**src/boxov_div.sv**
```systemverilog
// Restoring divider, one quotient bit per cycle, 32-bit divisor.
module boxov_div #(
	parameter int DVD_W = 48
) (
	input  logic             clk,
	input  logic             arst_n,
	input  logic             start,
	input  logic [DVD_W-1:0] dividend,
	input  logic [31:0]      divisor,
	output logic             done,
	output logic [DVD_W-1:0] quot
);

	localparam int CNT_W = $clog2(DVD_W + 1);

	logic             busy_q;
	logic [CNT_W-1:0] cnt_q;
	logic [DVD_W-1:0] dvd_q;
	logic [32:0]      rem_q;
	logic [31:0]      div_q;
	logic [32:0]      rem_n;
	logic             ge;

	assign rem_n = {rem_q[31:0], dvd_q[DVD_W-1]};
	assign ge    = rem_n >= {1'b0, div_q};
	assign done  = busy_q && (cnt_q == '0);
	assign quot  = dvd_q;

	// Step counter and busy flag.
	always_ff @(posedge clk or negedge arst_n) begin
		if (!arst_n) begin
			busy_q <= 1'b0;
			cnt_q  <= '0;
		end else if (start) begin
			busy_q <= 1'b1;
			cnt_q  <= CNT_W'(DVD_W);
		end else if (done) begin
			busy_q <= 1'b0;
		end else if (busy_q) begin
			cnt_q <= cnt_q - 1'b1;
		end
	end

	// Shift the dividend out and the quotient in.
	always_ff @(posedge clk) begin
		if (start) begin
			dvd_q <= dividend;
			div_q <= divisor;
			rem_q <= '0;
		end else if (busy_q && (cnt_q != '0)) begin
			rem_q <= ge ? (rem_n - {1'b0, div_q}) : rem_n;
			dvd_q <= {dvd_q[DVD_W-2:0], ge};
		end
	end

endmodule

```
**config.mk**
```make
export PLATFORM = sky130hd
export DESIGN_NAME = boxov_div
export DESIGN_NICKNAME = d
export VERILOG_FILES = /design/src/boxov_div.sv
export SDC_FILE = /design/constraint.sdc
export NUM_CORES = 1
export LEC_CHECK = 0
export ABC_AREA = 1
export BUFFER_PORTS_ARGS = -buffer_cell sky130_fd_sc_hd__buf_2
export CAP_MARGIN = 20
export CORE_MARGIN = 2
export CORE_UTILIZATION = 57
export DETAILED_ROUTE_END_ITERATION = 10
export PLACE_DENSITY = 0.91
export SYNTH_ARGS = -nofsm -noshare
export SYNTH_HDL_FRONTEND = slang
export SYNTH_SLANG_ARGS = --single-unit
```
**constraint.sdc**
```tcl
create_clock -name clk -period 3.1 [get_ports clk]
set_clock_uncertainty 0.1 [all_clocks]
set_input_delay 0.465 -clock clk [delete_from_list [all_inputs] [get_ports clk]]
set_output_delay 0.465 -clock clk [all_outputs]
set_load 0.02 [all_outputs]
```
# Yosys cells after proc, flatten, opt, wreduce, memory -nomap -nowiden
# Index checks and enable logic that the tools add are counted.
# op_classes
add_sub_neg	2
order_cmp	1
n_eq_ne	1
n_mux	8
reduce_logical	8
# ops
operator	count
$mux 48	2
$ge 33x32->1	1
$mux 32	1
$sub 32x32->32	1
$mux 6	3
$logic_not 6->1	1
$reduce_bool 2->1	3
$reduce_bool 6->1	1
$sub 6x1->6 const B	1
$logic_and 1x1->1	2
$mux 1	2
$ne 2x2->1 const B	1
$reduce_and 2->1	1
# word_totals
register_bits	119
input_bits	83
output_inout_bits	49
word_cells	25

# Depth between registers and ports, before layout
# Gate-level depths: netlist of run 1.
# depth
word_depth	4
depth_mapped	17
mapped_depth_nobuf	16

# Least setup slack after synthesis of run 1
# No wires, ideal clock.
# synth_path
kind	reg2reg
from	register cnt_q[0]
to	register dvd_q[0], in the netlist quot[0], enable pin
setup_ps	387
t_arrival_ps	1771
required_time_ps	2613
setup_slack_ps	842
stages_incl_launch_ff	11
n_path_buf	1
cell_sequence	dfrtp_1 > inv_1 > ha_1 > inv_1 > nor3_1 > nand3_1 > nand2_1 > inv_1 > nor2_2 > inv_1 > buf_2
# synth_via
elab_chain_cells	3
# synth_rtl
item	line	rtl
from (decl)	17	logic [CNT_W-1:0] cnt_q;
from (signal assigned)	36	cnt_q <= CNT_W'(DVD_W);
from (signal assigned)	40	cnt_q <= cnt_q - 1'b1;
$reduce_bool 6->1	50	end else if (busy_q && (cnt_q != '0)) begin
$logic_and 1x1->1	50	
$reduce_bool 2->1 (no source line)	n/a	
to (signal assigned)	47	dvd_q <= dividend;
to (signal assigned)	52	dvd_q <= {dvd_q[DVD_W-2:0], ge};
to (decl)	18	logic [DVD_W-1:0] dvd_q;
# No other way between the ends.
# A chain may end at the register's enable or synchronous reset.

# Worst setup path after layout of run 1
# layout_path
from	register rem_q[19]
to	register rem_q[12]
# layout_via
elab_chain_cells	2
# layout_rtl
item	line	rtl
from (decl)	19	logic [32:0] rem_q;
from (signal assigned)	51	rem_q <= ge ? (rem_n - {1'b0, div_q}) : rem_n;
$ge 33x32->1	25	assign ge = rem_n >= {1'b0, div_q};
$mux 32	51	
# No other way between the ends.

==> run metrics, run 1 <==
post-CTS setup buffers=0; Yosys top cell area share=between 30% and 40%; Critical Path RT=3290 ps; CTS root buf=clkbuf_16; R2R Setup Slk=between 400 and 500 ps; area post-placement=around 8400 µm²; DR vias/cell=slightly above 5; Slew Limit Headroom=approximately 64%; hold slack=about 110 ps; total track usage=about 28%; dpl hpwl=14400 µm; Hold Path Class=in -> reg; Remaining DRCs=0; Worst VDD drop=between 0.0004 and 0.0005 V; core region area=13100 µm²; Worst path max stage delay=approximately 400 ps; CP Depth=14; Pwr Total=roughly 7.6 mW; clock tree buffer depth=2; Slew @ Worst Pin=between 500 and 600 ps; ys flop type=edfxtp_1; gpl congestion=about 0.98; Achievable Freq=around 380 MHz; final setup fails=0; shortest period the worst path allows=between 2000 and 3000 ps; RSZ-0062 raised after global routing=no; Post-synth top cells=458 x nand2_1, 188 x inv_1, 80 x edfxtp_1; Synth area leaders=edfxtp_1 31%, nand2_1 23%, inv_1 9.2%; grt ovf=0; first-pass GRT wire length=between 30000 and 40000 µm; P&R area growth vs syn=18.2%; Die Y=~120 µm; Hold Path Depth=1; CTS tree=built; initial antenna violation count=0; pwr dens=843 nW/µm²; status=complete, no violations; final WL=between 15000 and 20000 µm; top-count cell post-synth=nand2_1; CP cell instances=ha_1 > nand2_2 > inv_2 > nand2_1 > nand2_1 > nand2_1 > nand2_1 > nand2_1 > nand2_2 > nor2_8 > buf_4 > nand3_1 > nand3_1 > o21ai_1; Critical-path top delay cell=ha_1; syn nets=1188; CTS buffer count=17; maxcap violations=0; CP Max Fanout=22; die area=~14000 µm²; Yosys warnings=0; cell taking the most area after synthesis=edfxtp_1; Final Cell Area=9030 µm²; Buf/Inv on CP=2; critical path data arrival time=between 2000 and 3000 ps; IO Port Bufs=around 130; vias in the first global route=6780; largest net degree at the start of global routing=53; Clock Latency Late Sink=430 ps; Fin. Hold Viols=0; #FFs+latches synth=119; Min-Delay Endpoint=div_q[29]; critical setup path kind=reg -> reg; TritonRoute pass-1 iters=7; post-synthesis sequential area ratio=42.1%; r2r worst-path depth=14; final net count=between 1000 and 1500; number of flops mapped to enable cells by yosys=80; worst r2r src=rem_q[19]; min-delay src=divisor[29]; Initial Util=58.1%; Static Leakage=between 4 and 5 nW; cell row count=42; CTS H-Tree Depth=4; via count=slightly above 7000; number of DRC markers in iteration 0=about 430; fraction of layout cells with a size suffix above 1=16.5%; fin util=about 69%; r2r endpoint=rem_q[12]; Distinct cells, synth=39; Mapped Cells=roughly 1100; chip width=approximately 120 µm; Fin Setup TNS=0 ps; Sink Count=~120; mapped cell area=between 7000 and 8000 µm²; CP Launch Type=flop; mean post-synth cell area=7.13 µm²; number of gates resized after CTS=0; Async SR Flop Fraction=5.88%; Top cell by count, worst path=nand2_1; Slew Viols, Final=0; crit-path leading delay family=simple AND/OR/NAND/NOR gates; WL/cell=14.1 µm; Routed Antenna Nets=0; Worst-path clk slew=60 ps; fin crit share=between 80% and 90%; IO Count=about 130; Critical Path Sink Type=flop
layer usage:
| layer | vias to the layer above | GRT usage, % | part of all wire (%) |
|---|---|---|---|
| li1 | 3576 | - | - |
| met5 | - | 0 | 0 |
| met2 | 258 | 48.8 | 48 |
| met1 | 3201 | 33.6 | 42 |
| met4 | 0 | 11.0 | 2.4 |
| met3 | 30 | 7.22 | 7.0 |
sequential cells by signal (all words and copies together) (netlist names):
register  flops
div_q        32
cnt_q         6
quot         48
rem_q        32
busy_q        1
worst max-delay path by stage:
stage                     startpoint   endpoint  slack (ps)
after detailed placement   div_q[30]  rem_q[12]         590
after CTS                  rem_q[19]  rem_q[12]         540
final                      rem_q[19]  rem_q[12]         470
after global routing       div_q[20]  rem_q[12]         360
after floorplan             cnt_q[0]    quot[0]         840
after global placement     div_q[20]  rem_q[12]         620
cell type report:
| class | instances | area, µm² |
|---|---|---|
| inverters | 197 | 739 |
| multi-input cells | 729 | 3520 |
| repair buffers | 140 | 741 |
| flip-flops and latches | 119 | 3220 |
| well taps | 176 | 220 |
| diodes | 1 | 2.50 |
| fillers | 1104 | 4110 |
| clock inverters | 13 | 149 |
| clock buffers | 19 | 433 |
stage by stage:
step,std cells,setup slack (ps)
2_1_floorplan,1071,842
3_3_place_gp,1360,624
3_5_place_dp,1360,594
4_1_cts,1393,543
5_1_grt,1393,360
6_report,1394,475
cells by family (layout without fill, tap and decap cells):
group / after synthesis / in the layout / share of synthesized area [%]
other: 0 / 1 / 0
buffers and inverters: 223 / 369 / 11.7
flip-flops: 119 / 119 / 42.1
adder cells (fa/ha/maj): 34 / 34 / 5.67
AND/OR/NAND/NOR: 635 / 635 / 35.6
XOR/XNOR: 14 / 14 / 1.61
AO/OA/AOI/OAI: 46 / 46 / 3.28
timing repair:
item,CTS,global route
setup endpoints to repair,0,0
hold buffers,1,0
hold endpoints to repair,7,0
placed cells by master (no fill, tap or decap), types with 9 or more instances in the layout:
| master | n |
|---|---|
| nor2_1 | 40 |
| nand3b_1 | 15 |
| a21oi_1 | 21 |
| nand4_1 | 9 |
| nand2_1 | 458 |
| edfxtp_1 | 80 |
| xnor2_1 | 13 |
| clkbuf_16 | 17 |
| nand3_1 | 79 |
| buf_2 | 130 |
| ha_1 | 33 |
| o21ai_1 | 9 |
| dfxtp_1 | 32 |
| inv_1 | 187 |
power by group:
group | internal [mW] | switching (mW)
clock network | 1.19 | 0.761
logic | 1.23 | 2.22
registers | 2.01 | 0.201
Note: power is estimated with default switching activity, not from simulation.
==> run 2: changes to the inputs <==
==> constraint.sdc (replaced) <==
create_clock -name clk -period 2.43 [get_ports clk]
set_clock_uncertainty 0.1 [all_clocks]
set_input_delay 0.3645 -clock clk [delete_from_list [all_inputs] [get_ports clk]]
set_output_delay 0.3645 -clock clk [all_outputs]
set_load 0.02 [all_outputs]
==> run 2 against run 1 <==
Worst setup slack got worse by 350 ps. Clock power grew 39%. Utilization is 6.0 points higher. Worst hold slack worse by 92 ps. Design area increased by 8.7%. Fmax increased by 14%. Sequential cell count unchanged. Sequential power rose by 28%. Sequential share of layout area fell by 2.9 points. Non-clock buffer count rose by 54. Highest routed layer unchanged.
==> run metrics, run 2 (same netlist as run 1, synthesis figures left out) <==
status=complete, no violations; CP cell instances=inv_1 > ha_1 > nand2_1 > nand2_1 > inv_1 > nand2_1 > nand2_1 > nand2_1 > nand2_1 > nand2_1 > nand2_1 > nand3_1 > nand3_1 > nand2_1 > nand2_1; Critical Path RT=2660 ps (-630 ps); Flop pwr share=26.3% (-2.8 points); critical path data arrival time=2540 ps (-270 ps); P&R area growth vs syn=28.6%; CTS tree=built; Top cell by count, worst path=nand2_1; dpl hpwl=14500 µm (+0.57%); fillcell total=970 (-12%); CP Launch Type=flop; Seq. cell area=3220 µm² (unchanged); Static Leakage=5.32 nW (+6.6%); Logic pwr share=48.6% (+3.3 points); fin crit share=94.9% (+10 points); Critical-path top delay cell=ha_1; sw power=4.45 mW (+40%); largest net degree at the start of global routing=60 (+13%); Clock Latency Late Sink=430 ps (about the same); Buf/Inv on CP=2 (unchanged); die area=14300 µm² (unchanged); fraction of layout cells with a size suffix above 1=19.2% (+2.7 points); gpl congestion=0.978 (-0.57%); clock tree buffer depth=2 (unchanged); Worst path max stage delay=380 ps (-30 ps); multi-input logic area=3640 µm² (+3.3%); final WL=21900 µm (+12%); Pint=6.34 mW (+43%); clock power share=25.1% (-0.5 points); vias in the first global route=7276 (+7.3%); Sink Count=119 (unchanged); total track usage=30.4% (+2.3 points); Worst VDD drop=0.000708 V (+52%); Critical Path Sink Type=flop; Initial Util=58.1% (unchanged); Hold Path Class=in -> reg; pre-CTS setup slack=41.7 ps (-553 ps); max FFs per register=48 (unchanged); final setup fails=0 (unchanged); Fin. Hold Viols=0 (unchanged); via count=7556 (+6.9%); Worst-path clk slew=60 ps (about the same); hold slack=18.7 ps (-91.8 ps); Fin Setup TNS=0 ps (unchanged); n_diodes=0 (-1); CP Max Fanout=6 (-73%); shortest period the worst path allows=2310 ps (-319 ps); first-pass GRT wire length=34000 µm (+7.8%); most common cell after layout, fill and taps aside=nand2_1; critical setup path kind=reg -> reg; CTS H-Tree Depth=4 (unchanged); cell row count=42 (unchanged); highest-count cells in the layout ignoring fill and taps=453 x nand2_1, 187 x inv_1, 130 x buf_2; maxcap violations=0 (unchanged); IO Port Bufs=131 (unchanged); IO Count=132 (unchanged); Routed Antenna Nets=0 (unchanged); core region area=13100 µm² (unchanged); final worst slack=123 ps (-351 ps); Remaining DRCs=0 (unchanged); final net count=1376 (+4.2%); pwr dens=1100 nW/µm² (+30%); WL/cell=15.1 µm (+7.5%); fin util=74.7% (+6.0 points); crit-path leading delay family=simple AND/OR/NAND/NOR gates; number of DRC markers in iteration 0=604 (+40%); grt ovf=0 (unchanged); Achievable Freq=434 MHz (+14%); Slew Viols, Final=0 (unchanged); DR vias/cell=5.22 (+3.0%); initial antenna violation count=0 (unchanged); TritonRoute pass-1 iters=7 (unchanged); Sw Share=41.2% (-0.56 points); CTS buffer count=17 (unchanged); chip width=120 µm (unchanged); Die Y=120 µm (unchanged); Slew @ Worst Pin=540 ps (+6.72 ps); Slew Limit Headroom=63.7% (-0.78 points); CTS root buf=clkbuf_16
run 2: repair_timing:
action,in CTS,in global routing
endpoints found under the setup margin,0,74
hold buffers,32,0
hold endpoints to repair,38,0
resized for setup,0,26
setup buffers,0,8
run 2: final timing paths:
check | startpoint | to | slack, ps | depth (start not counted)
min in group asynchronous | arst_n | busy_q | 210 | 2
max | div_q[2] | rem_q[31] | 120 | 15
min reg2reg | rem_q[9] | rem_q[9] | 370 | 2
max reg2reg | div_q[2] | rem_q[31] | 120 | 15
max in group asynchronous | arst_n | cnt_q[4] | 1860 | 2
min | divisor[20] | div_q[20] | 20 | 1
run 2: cell type report:
| type | count | area share (%) |
|---|---|---|
| Multi-Input combinational cell | 730 | 37.1 |
| Sequential cell | 119 | 32.8 |
| Timing Repair Buffer | 194 | 13.8 |
| Inverter | 197 | 7.56 |
| Clock buffer | 21 | 5.12 |
| Tap cell | 176 | 2.24 |
| Clock inverter | 11 | 1.36 |
run 2: metal layers:
layer | wire length, µm | share of wire (%) | global-route usage [%] | vias to the layer above
li1 | - | - | - | 3691
met1 | 8630 | 39 | 36.2 | 3378
met2 | 10500 | 48 | 51.5 | 415
met3 | 1900 | 8.7 | 8.41 | 72
met4 | 866 | 4.0 | 13.7 | 0
met5 | 0 | 0 | 0 | -
run 2: worst register-to-register path: cells and delay by family (launching register included):
family                   cells  cell delay, ps
buffers and inverters        2             100
adder cells (fa/ha/maj)      1             380
flip-flops                   1             320
AND/OR/NAND/NOR             12            1300
run 2: power by group through the flow:
stage / combinational (mW) / clock, mW / sequential [mW]
6_report: 5.25 / 2.71 / 2.83
5_1_grt: 5.80 / 2.81 / 2.87
2_1_floorplan: 3.35 / 0 / 2.89
4_1_cts: 4.61 / 2.73 / 2.81
3_3_place_gp: 4.42 / 0 / 2.83
3_5_place_dp: 4.51 / 0 / 2.84
run 2: metrics by stage:
| stage | power (mW) | cells | instance area [µm²] |
|---|---|---|---|
| finish | 10.8 | 1448 | 9820 |
| CTS | 10.1 | 1436 | 9530 |
| global route | 11.5 | 1448 | 9820 |
| global placement | 7.25 | 1372 | 8570 |
| detailed placement | 7.35 | 1372 | 8570 |
| floorplan | 6.24 | 1071 | 7640 |
