===== src/boxov_sqrt.sv =====
// Iterative integer square root, two radicand bits per cycle.
module boxov_sqrt (
	input  logic        clk,
	input  logic        arst_n,
	input  logic        start,
	input  logic [63:0] val,
	output logic        done,
	output logic [31:0] root
);

	logic        busy_q;
	logic [63:0] v_q;
	logic [63:0] res_q;
	logic [63:0] bit_q;
	logic [63:0] trial;

	assign trial = res_q + bit_q;
	assign done  = busy_q && (bit_q == '0);
	assign root  = res_q[31:0];

	// Busy flag.
	always_ff @(posedge clk or negedge arst_n) begin
		if (!arst_n) begin
			busy_q <= 1'b0;
		end else if (start) begin
			busy_q <= 1'b1;
		end else if (done) begin
			busy_q <= 1'b0;
		end
	end

	// One digit of the root per cycle.
	always_ff @(posedge clk) begin
		if (start) begin
			v_q   <= val;
			res_q <= '0;
			bit_q <= 64'd1 << 62;
		end else if (busy_q && (bit_q != '0)) begin
			if (v_q >= trial) begin
				v_q   <= v_q - trial;
				res_q <= (res_q >> 1) + bit_q;
			end else begin
				res_q <= res_q >> 1;
			end
			bit_q <= bit_q >> 2;
		end
	end

endmodule


===== config.mk =====
export PLATFORM = sky130hd
export DESIGN_NAME = boxov_sqrt
export DESIGN_NICKNAME = d
export VERILOG_FILES = /design/src/boxov_sqrt.sv
export SDC_FILE = /design/constraint.sdc
export NUM_CORES = 1
export LEC_CHECK = 0
export BUFFER_PORTS_ARGS = -buffer_cell sky130_fd_sc_hd__clkbuf_2
export CAP_MARGIN = 20
export CORE_ASPECT_RATIO = 0.9
export CORE_MARGIN = 2
export CORE_UTILIZATION = 40
export CTS_CLUSTER_DIAMETER = 120
export DETAILED_ROUTE_END_ITERATION = 16
export GPL_ROUTABILITY_DRIVEN = 0
export PLACE_DENSITY_LB_ADDON = 0.08
export SLEW_MARGIN = 20
export SYNTH_ARGS = -nofsm -noshare
export SYNTH_HDL_FRONTEND = slang
export SYNTH_SLANG_ARGS = --single-unit

===== constraint.sdc =====
create_clock -name clk -period 9.4 [get_ports clk]
set_clock_uncertainty 0.2 [all_clocks]
set_input_delay 1.88 -clock clk [delete_from_list [all_inputs] [get_ports clk]]
set_output_delay 1.88 -clock clk [all_outputs]
set_load 0.005 [all_outputs]

* Word-level counts from Yosys, hierarchy flattened
Cells that the tools add are included.
** Storage, ports and cells
- Register bits after elaboration :: 161
- Input port bits :: 67
- Output and inout port bits :: 33
- Logic and storage cells :: 22
** Operators by class
- Add/sub/neg operators :: 3
- Magnitude comparators :: 1
- Muxes and demuxes :: 6
- Reductions and logical operators :: 8
** Operators with widths (count)
- two-way mux 64 bit :: 4
- adder 63 x 63 -> 64 bit :: 1
- adder 64 x 63 -> 64 bit :: 1
- greater-or-equal comparator 64 bit :: 1
- zero test 64 bit :: 1
- nonzero test 64 bit :: 1
- subtractor 64 bit :: 1
- nonzero test 2 bit :: 3
- logical AND 1 bit :: 2
- two-way mux 1 bit :: 2
- AND reduction 2 bit :: 1

* Depth between registers and ports, before layout
Gate-level depths: netlist (run 1).
- Depth after elaboration :: 5
- Depth in mapped cells :: 26
- Depth with buffers taken out :: 23

* Worst setup path before layout (run 1)
No wires, ideal clock.
- Path kind :: reg2reg
- Start :: register res_q[2]
- End :: register v_q[0] (enable)
- Library setup time :: 0.421 ns
- Arrival time :: 6.140 ns
- Data required time :: 8.779 ns
- Slack :: 2.639 ns
- Stages on the path, launching flop included :: 24
- Buffers on the path :: 3
- Clock period less this slack :: 6.761 ns
- Cells stage by stage :: dfxtp_1 ha_1 a31oi_1 a211oi_2 a31oi_1 o21ai_0 a31o_2 a31oi_1 nor2_1 or2_2 a31oi_1 xor2_1 ha_1 clkbuf_1 nand4_1 nor3_1 nor4b_1 nand4_1 o21ai_0 nor2_1 clkbuf_1 nand2_1 clkbuf_1 a21o_1
** Between the ends
- Cells in the longest elaborated chain, start to end :: 4
** RTL lines
- start, declared :: RTL line 13 : logic [63:0] res_q;
- start signal, assigned :: RTL line 41 : res_q <= (res_q >> 1) + bit_q;
- start signal, assigned :: RTL line 43 : res_q <= res_q >> 1;
- adder 64 x 63 -> 64 bit :: RTL line 17 : assign trial = res_q + bit_q;
- greater-or-equal comparator 64 bit :: RTL line 39 : if (v_q >= trial) begin
- nonzero test 2 bit (no source line)
- AND reduction 2 bit (no source line)
- end signal, assigned :: RTL line 35 : v_q <= val;
- end signal, assigned :: RTL line 40 : v_q <= v_q - trial;
- end, declared :: RTL line 12 : logic [63:0] v_q;
No other way between the ends.
A chain may end at the register's enable or synchronous reset.

* Worst setup path after layout (run 1)
- Start :: register res_q[6]
- End :: register res_q[29]
** Between the ends
- Cells in the longest elaborated chain, start to end :: 3
- Elaborated cells between the ends (all ways) :: 4
- Those cells by class :: add/sub (2); order compare (1); mux (1)
** RTL lines (RTL line)
- adder 64 x 63 -> 64 bit :: 17
- greater-or-equal comparator 64 bit :: 39
- two-way mux 64 bit (*) :: 39
Every way passes the cells marked *; elsewhere a longest branch is shown, timed or not.

==> summary.txt, run 1 <==
Site Rows -> 68
Clk Latency, worst-skew pair -> 0.48 ns
Starting density of the core -> 0.404
Switch share -> 0.513
Max clock buf depth -> 2
Req. time, crit path -> 9.59 ns
Syn Area/Cell -> 7.64 µm²
Post-synthesis compound-gate area fraction -> 0.290
Fin. max-slew vios -> 0
Ys async rst share -> 0.00621
GRT Total Usage -> 0.245
Static Leakage -> 0.00633 µW
Initial drt markers -> 1,051
DIE HEIGHT -> 190 µm
Resize count post-CTS -> 0
Core area -> 0.0382 mm²
Pin count of the biggest net entering global routing -> 77
Leading cell types by total area after synthesis -> dfxtp_1 (12%), edfxtp_1 (12%), ha_1 (11%)
Synthesis warning total -> 0
Seq/Total Area, Yosys -> 0.251
Dominant cell type by area after synthesis -> dfxtp_1
Worst-margin pin slew -> 0.928 ns
Synth unique cells -> 76
Post-synth EDFFs -> 64
Post-route ant nets -> 0
Die Area -> 0.0402 mm²
Bufs and invs on worst path -> 1
Clock sink count -> 161
Layout Nets -> 2,187
Setup violators final -> 0
Placed wire-length estimate -> 37,800 µm
Crit-path cells -> ha_1 > nand4_1 > o21ai_0 > a31o_2 > and4b_1 > o211ai_1 > o21ai_0 > a31oi_1 > nor3_1 > o21ai_0 > xor2_1 > ha_1 > nand4_1 > nor3_1 > nand3b_1 > o21ai_0 > nor2_2 > and2_2 > buf_4 > or3_1 > a311oi_1
Vias in the first global route -> 14,100
Initial antenna violation count -> 0
PD cells -> 383 mW/mm²
I/O Pins -> 100
H-tree level count -> 4
Share of the synthesized area in the top cell type -> 0.125
Max incr delay on CP -> 0.60 ns
Primary FF master, synth -> dfxtp_1
Peak Freq -> 0.132 GHz
CP Capture Type -> flop
Filler Cell Count -> 3,866
Worst slew margin -> 0.381
Die Width -> 211 µm
Final hold violation count -> 0
Detailed Route WL -> 49,400 µm
CP Max Fanout -> 43
Synthesized instance count -> 2,020
Simple-gate share of the synthesized area -> 0.195
# DRC -> 0
CP max-delay cell -> o21ai_0
Reg power frac -> 0.230
Final worst path period share -> 0.807
Layout cells sized above 1 -> 0.0979
Remaining global-route overflow -> 0
Cell-internal power -> 3090 µW
Peak supply drop -> 184 µV
Post-synthesis adder-cell area fraction -> 0.107
Setup bufs post-CTS -> 0
PortBufs -> 99
WP data arrival -> 7.77 ns
Area Overhead vs Synth -> 7.21%
Post-Synth XOR/XNOR Area -> 0.0868
CTS Hold Bufs -> 0
ANT cells -> 0
Pwr Total -> 6330 µW
Multiplexer share of the synthesized area -> 0.0142
TritonRoute pass-1 iters -> 8
Post-Synthesis Net Count -> 2,218
Net Switching -> 3240 µW
CP dominant cell by count -> o21ai_0
Minimum clock period after layout -> 7.58 ns
Vias/cell -> 5.89
CP Launch Type -> flop
Clock tree root driver cell -> clkbuf_16
Clock-pin slew on the worst setup and hold paths -> 0.07 ns
Post-Syn Area -> 0.0154 mm²
Top-count cell post-synth -> nand2_1
CTS tree -> built
CTS Buf Count -> 17
Gate power share -> 0.649
First-pass GRT wire length -> 77,700 µm
#FFs+latches synth -> 161
Routed length per instance -> 19.8 µm
TNS Setup -> 0 ns
Maxcap violations -> 0
Largest family of logic cells by synthesized area -> compound AO/OA/AOI/OAI gates
HP Class -> reg -> reg
Status -> finished, final reports clean
Synth top cells by count -> nand2_1 (281), a21oi_1 (195), nor2_1 (169)
Cell family with most CP delay -> simple AND/OR/NAND/NOR gates
Crit Path Category -> reg -> reg
Clock share of power -> 0.121
DR vias -> 14,700
RSZ-0062 raised after global routing -> false
-- path summary, 6_finish.rpt --
| kind | end | cells past startpoint | from | slack (ns) |
|---|---|---|---|---|
| worst max-delay path | res_q[29] | 21 | res_q[6] | 1.82 |
| worst min-delay path | bit_q[6] | 2 | bit_q[8] | 0.31 |
| worst max register to register | res_q[29] | 21 | res_q[6] | 1.82 |
| worst min register to register | bit_q[6] | 2 | bit_q[8] | 0.31 |
| max in group asynchronous | busy_q | 1 | arst_n | 7.94 |
| min in group asynchronous | busy_q | 1 | arst_n | 0.97 |
-- worst reg2reg max path: cells and delay by family (launching register included) --
kind,cells,cell delay [ns]
flops,1,0.42
xor+xnor,1,0.19
simple gates,9,2.94
buf+inv,1,0.36
compound gates,8,2.55
fa+ha+maj,2,0.82
-- state kept, by name, indices dropped and copies added, names as in the netlist --
| signal | count |
|---|---|
| busy_q | 1 |
| v_q | 64 |
| res_q | 64 |
| bit_q | 32 |
-- layer usage --
metal	track usage	routed length, µm	vias up
met5	0	0	-
met4	0.0796	1170	0
met3	0.0427	2320	82
met2	0.417	23300	373
met1	0.315	22600	6867
li1	-	-	7368
-- through the flow --
step	cells	utilization	setup slack (ns)	hold WS (ns)	area [µm²]
2_1_floorplan	2020	-	2.64	0.269	15400
3_3_place_gp	2460	0.417	1.93	0.298	15900
3_5_place_dp	2460	0.417	1.85	0.303	15900
4_1_cts	2492	0.433	1.81	0.313	16500
5_1_grt	2492	0.433	1.16	0.346	16500
6_report	2492	0.433	1.82	0.315	16500
-- cell families after synthesis --
family	Yosys count
flops	161
mux	21
xor+xnor	153
buf+inv	196
compound gates	696
simple gates	662
fa+ha+maj	131
-- layout by cell type (no fill, tap or decap), types with 24 or more instances in the layout --
| cell type | count |
|---|---|
| inv_1 | 34 |
| a21o_1 | 48 |
| o31ai_1 | 24 |
| edfxtp_1 | 64 |
| o21ai_0 | 149 |
| clkbuf_2 | 98 |
| nand4_1 | 43 |
| nor2_1 | 168 |
| xnor2_1 | 83 |
| nand3_1 | 26 |
| ha_1 | 130 |
| xor2_1 | 70 |
| nand2_1 | 281 |
| a31oi_1 | 67 |
| a211oi_1 | 35 |
| a21oi_1 | 195 |
| o21bai_1 | 28 |
| dfxtp_1 | 96 |
| nor3_1 | 26 |
-- final cells by class --
type	instances	area [µm²]	area share
Multi-Input combinational cell	1663	10700	0.648
Sequential cell	161	3870	0.234
Tap cell	490	613	0.0371
Timing Repair Buffer	112	599	0.0362
Clock buffer	22	507	0.0306
Inverter	34	128	0.00771
Clock inverter	10	115	0.00696
-- power groups by stage --
| stage | registers (µW) | clock network [µW] | logic [µW] |
|---|---|---|---|
| global route | 1490 | 809 | 4570 |
| finish | 1460 | 767 | 4110 |
| CTS | 1450 | 784 | 4090 |
| global placement | 1470 | 0 | 4040 |
| floorplan | 1240 | 0 | 3240 |
| detailed placement | 1470 | 0 | 4060 |
(Power assumes the default switching activity.)
==> run 2, diff against run 1 <==
==> constraint.sdc (replaced) <==
create_clock -name clk -period 7.8 [get_ports clk]
set_clock_uncertainty 0.2 [all_clocks]
set_input_delay 1.56 -clock clk [delete_from_list [all_inputs] [get_ports clk]]
set_output_delay 1.56 -clock clk [all_outputs]
set_load 0.005 [all_outputs]
==> summary.txt, run 2 (synthesis gave the netlist of run 1 again) <==
Reg-to-reg startpoint -> res_q[2] (was res_q[6])
Initial antenna violation count -> 0 (unchanged)
Worst-margin pin slew -> 1.05 ns (was 0.928 ns)
Resize count post-CTS -> 0 (unchanged)
Layout Nets -> 2,186 (was 2,187)
Core area -> 0.0382 mm² (unchanged)
Most frequent cells in the layout -> nand2_1 (281), a21oi_1 (195), nor2_1 (168) (unchanged)
Post-route insts no fill -> 2,491 (was 2,492)
Reg2Reg Depth -> 22 (was 21)
Setup bufs post-CTS -> 0 (unchanged)
Maxcap violations -> 0 (unchanged)
CP Capture Type -> flop (unchanged)
Vias/cell -> 5.92 (was 5.89)
Clock tree root driver cell -> clkbuf_16 (unchanged)
DR vias -> 14,800 (was 14,700)
I/O Pins -> 100 (unchanged)
Static Leakage -> 0.00632 µW (was 0.00633 µW)
Final worst path period share -> 0.903 (was 0.807)
CTS tree -> built (unchanged)
Pin count of the biggest net entering global routing -> 147 (was 77)
Hold path cells -> 2 (unchanged)
Routed length per instance -> 19.8 µm (about the same)
Starting density of the core -> 0.404 (unchanged)
Worst r2r dst -> res_q[12] (was res_q[29])
CP Launch Type -> flop (unchanged)
Clk Latency, worst-skew pair -> 0.47 ns (was 0.48 ns)
Clock-pin slew on the worst setup and hold paths -> 0.07 ns (about the same)
Crit-path cells -> ha_1 > a31oi_1 > a211oi_2 > a31oi_1 > nor3_1 > nor2_1 > o41ai_4 > a21oi_2 > o31ai_1 > xnor2_1 > ha_1 > a21oi_1 > o21a_1 > a21boi_0 > o21ai_0 > a221oi_1 > nor2_1 > nor2_2 > and2_2 > buf_4 > a21oi_1 > a221oi_1 (was ha_1 > nand4_1 > o21ai_0 > a31o_2 > and4b_1 > o211ai_1 > o21ai_0 > a31oi_1 > nor3_1 > o21ai_0 > xor2_1 > ha_1 > nand4_1 > nor3_1 > nand3b_1 > o21ai_0 > nor2_2 > and2_2 > buf_4 > or3_1 > a311oi_1)
H-tree level count -> 4 (unchanged)
Pwr Total -> 7620 µW (was 6330 µW)
Site Rows -> 68 (unchanged)
Req. time, crit path -> 7.97 ns (was 9.59 ns)
Worst slew margin -> 0.301 (was 0.381)
HP Class -> reg -> reg (unchanged)
# DRC -> 0 (unchanged)
Initial drt markers -> 1,057 (was 1,051)
Crit Path Category -> reg -> reg (unchanged)
Status -> finished, final reports clean (unchanged)
ANT cells -> 0 (unchanged)
Clock sink count -> 161 (unchanged)
Max clock buf depth -> 2 (unchanged)
Layout cells sized above 1 -> 0.0975 (was 0.0979)
Commonest non-fill, non-tap cell in the layout -> nand2_1 (unchanged)
Minimum clock period after layout -> 7.04 ns (was 7.58 ns)
PortBufs -> 99 (unchanged)
Post-route ant nets -> 0 (unchanged)
Register-to-Register Setup Slack -> 0.76 ns (was 1.82 ns)
Remaining global-route overflow -> 0 (unchanged)
DIE HEIGHT -> 190 µm (unchanged)
CP Max Fanout -> 42 (was 43)
Fin. max-slew vios -> 0 (unchanged)
Vias in the first global route -> 13,800 (was 14,100)
CTS Hold Bufs -> 0 (unchanged)
Die Width -> 211 µm (unchanged)
CTS Buf Count -> 17 (unchanged)
Detailed Route WL -> 49,300 µm (was 49,400 µm)
Worst hold path startpoint -> bit_q[0] (was bit_q[8])
TritonRoute pass-1 iters -> 5 (was 8)
Placed cell area -> 0.0159 mm² (about the same)
WP data arrival -> 7.21 ns (was 7.77 ns)
Peak Freq -> 0.142 GHz (was 0.132 GHz)
Peak supply drop -> 277 µV (was 184 µV)
Biggest regs -> res_q: 64 flops, v_q: 64 flops, bit_q: 32 flops (unchanged)
Filler Cell Count -> 3,864 (was 3,866)
Placed Instances -> 2,459 (was 2,460)
First-pass GRT wire length -> 77,400 µm (was 77,700 µm)
Die Area -> 0.0402 mm² (unchanged)
Bufs and invs on worst path -> 1 (unchanged)
TNS Setup -> 0 ns (unchanged)
Area Overhead vs Synth -> 7.12% (was 7.21%)
Cell family with most CP delay -> compound AO/OA/AOI/OAI gates (was simple AND/OR/NAND/NOR gates)
Final instance area -> 0.0165 mm² (about the same)
RSZ-0062 raised after global routing -> false (unchanged)
CP max-delay cell -> and2_2 (was o21ai_0)
Final hold violation count -> 0 (unchanged)
PD cells -> 461 mW/mm² (was 383 mW/mm²)
Max incr delay on CP -> 0.76 ns (was 0.60 ns)
GRT Total Usage -> 0.245 (about the same)
Placed wire-length estimate -> 37,200 µm (was 37,800 µm)
Hold EP -> bit_q[0] (was bit_q[6])
Setup violators final -> 0 (unchanged)
-- run 2: changes by cell type in the layout (fill, tap and decap cells not counted), sizes merged --
cell,change
inv,-5
clkbuf,+3
bufinv,-2
clkinvlp,-1
clkinv,+5
buf,-1
-- run 2: where the power goes --
group / internal [µW] / switching [µW] / total, µW
Clock: 486 / 377 / 864
Combinational: 1890 / 3110 / 5000
Sequential: 1320 / 442 / 1760
-- run 2: final cells by class --
| class | count | area, µm² | share of cell area |
|---|---|---|---|
| Clock buffer | 25 | 548 | 0.0332 |
| Timing Repair Buffer | 111 | 617 | 0.0373 |
| Tap cell | 490 | 613 | 0.0371 |
| Clock inverter | 7 | 42.5 | 0.00257 |
| Inverter | 34 | 128 | 0.00772 |
| Sequential cell | 161 | 3870 | 0.234 |
| Multi-Input combinational cell | 1663 | 10700 | 0.648 |
-- run 2: per-layer routing --
layer / vias to the layer above / part of all wire / track usage
li1: 7346 / - / -
met1: 6971 / 0.47 / 0.324
met2: 372 / 0.47 / 0.416
met3: 64 / 0.040 / 0.0349
met4: 0 / 0.021 / 0.0669
met5: - / 0 / 0
-- run 2: through the flow --
step                utilization  setup WS (ns)  hold WS, ns
floorplan                     -           1.04        0.269
global placement          0.417           1.00        0.288
detailed placement        0.417          0.897        0.295
CTS                       0.433          0.823        0.306
global route              0.433         0.0789        0.346
finish                    0.433          0.760        0.311
-- run 2: worst min-delay path, cell delays in order, from the launching register on --
cell,delay (ns)
dfxtp_1,0.34
nand2_1,0.07
a21oi_1,0.05
-- run 2: how the worst max path moves through the flow --
stage                  start   endpoint  cells after the start
detailed placement  res_q[2]  res_q[12]                     22
finish              res_q[2]  res_q[12]                     22
global route        res_q[2]  res_q[12]                     22
CTS                 res_q[2]  res_q[12]                     22
floorplan           res_q[2]     v_q[0]                     23
global placement    res_q[2]     v_q[5]                     23
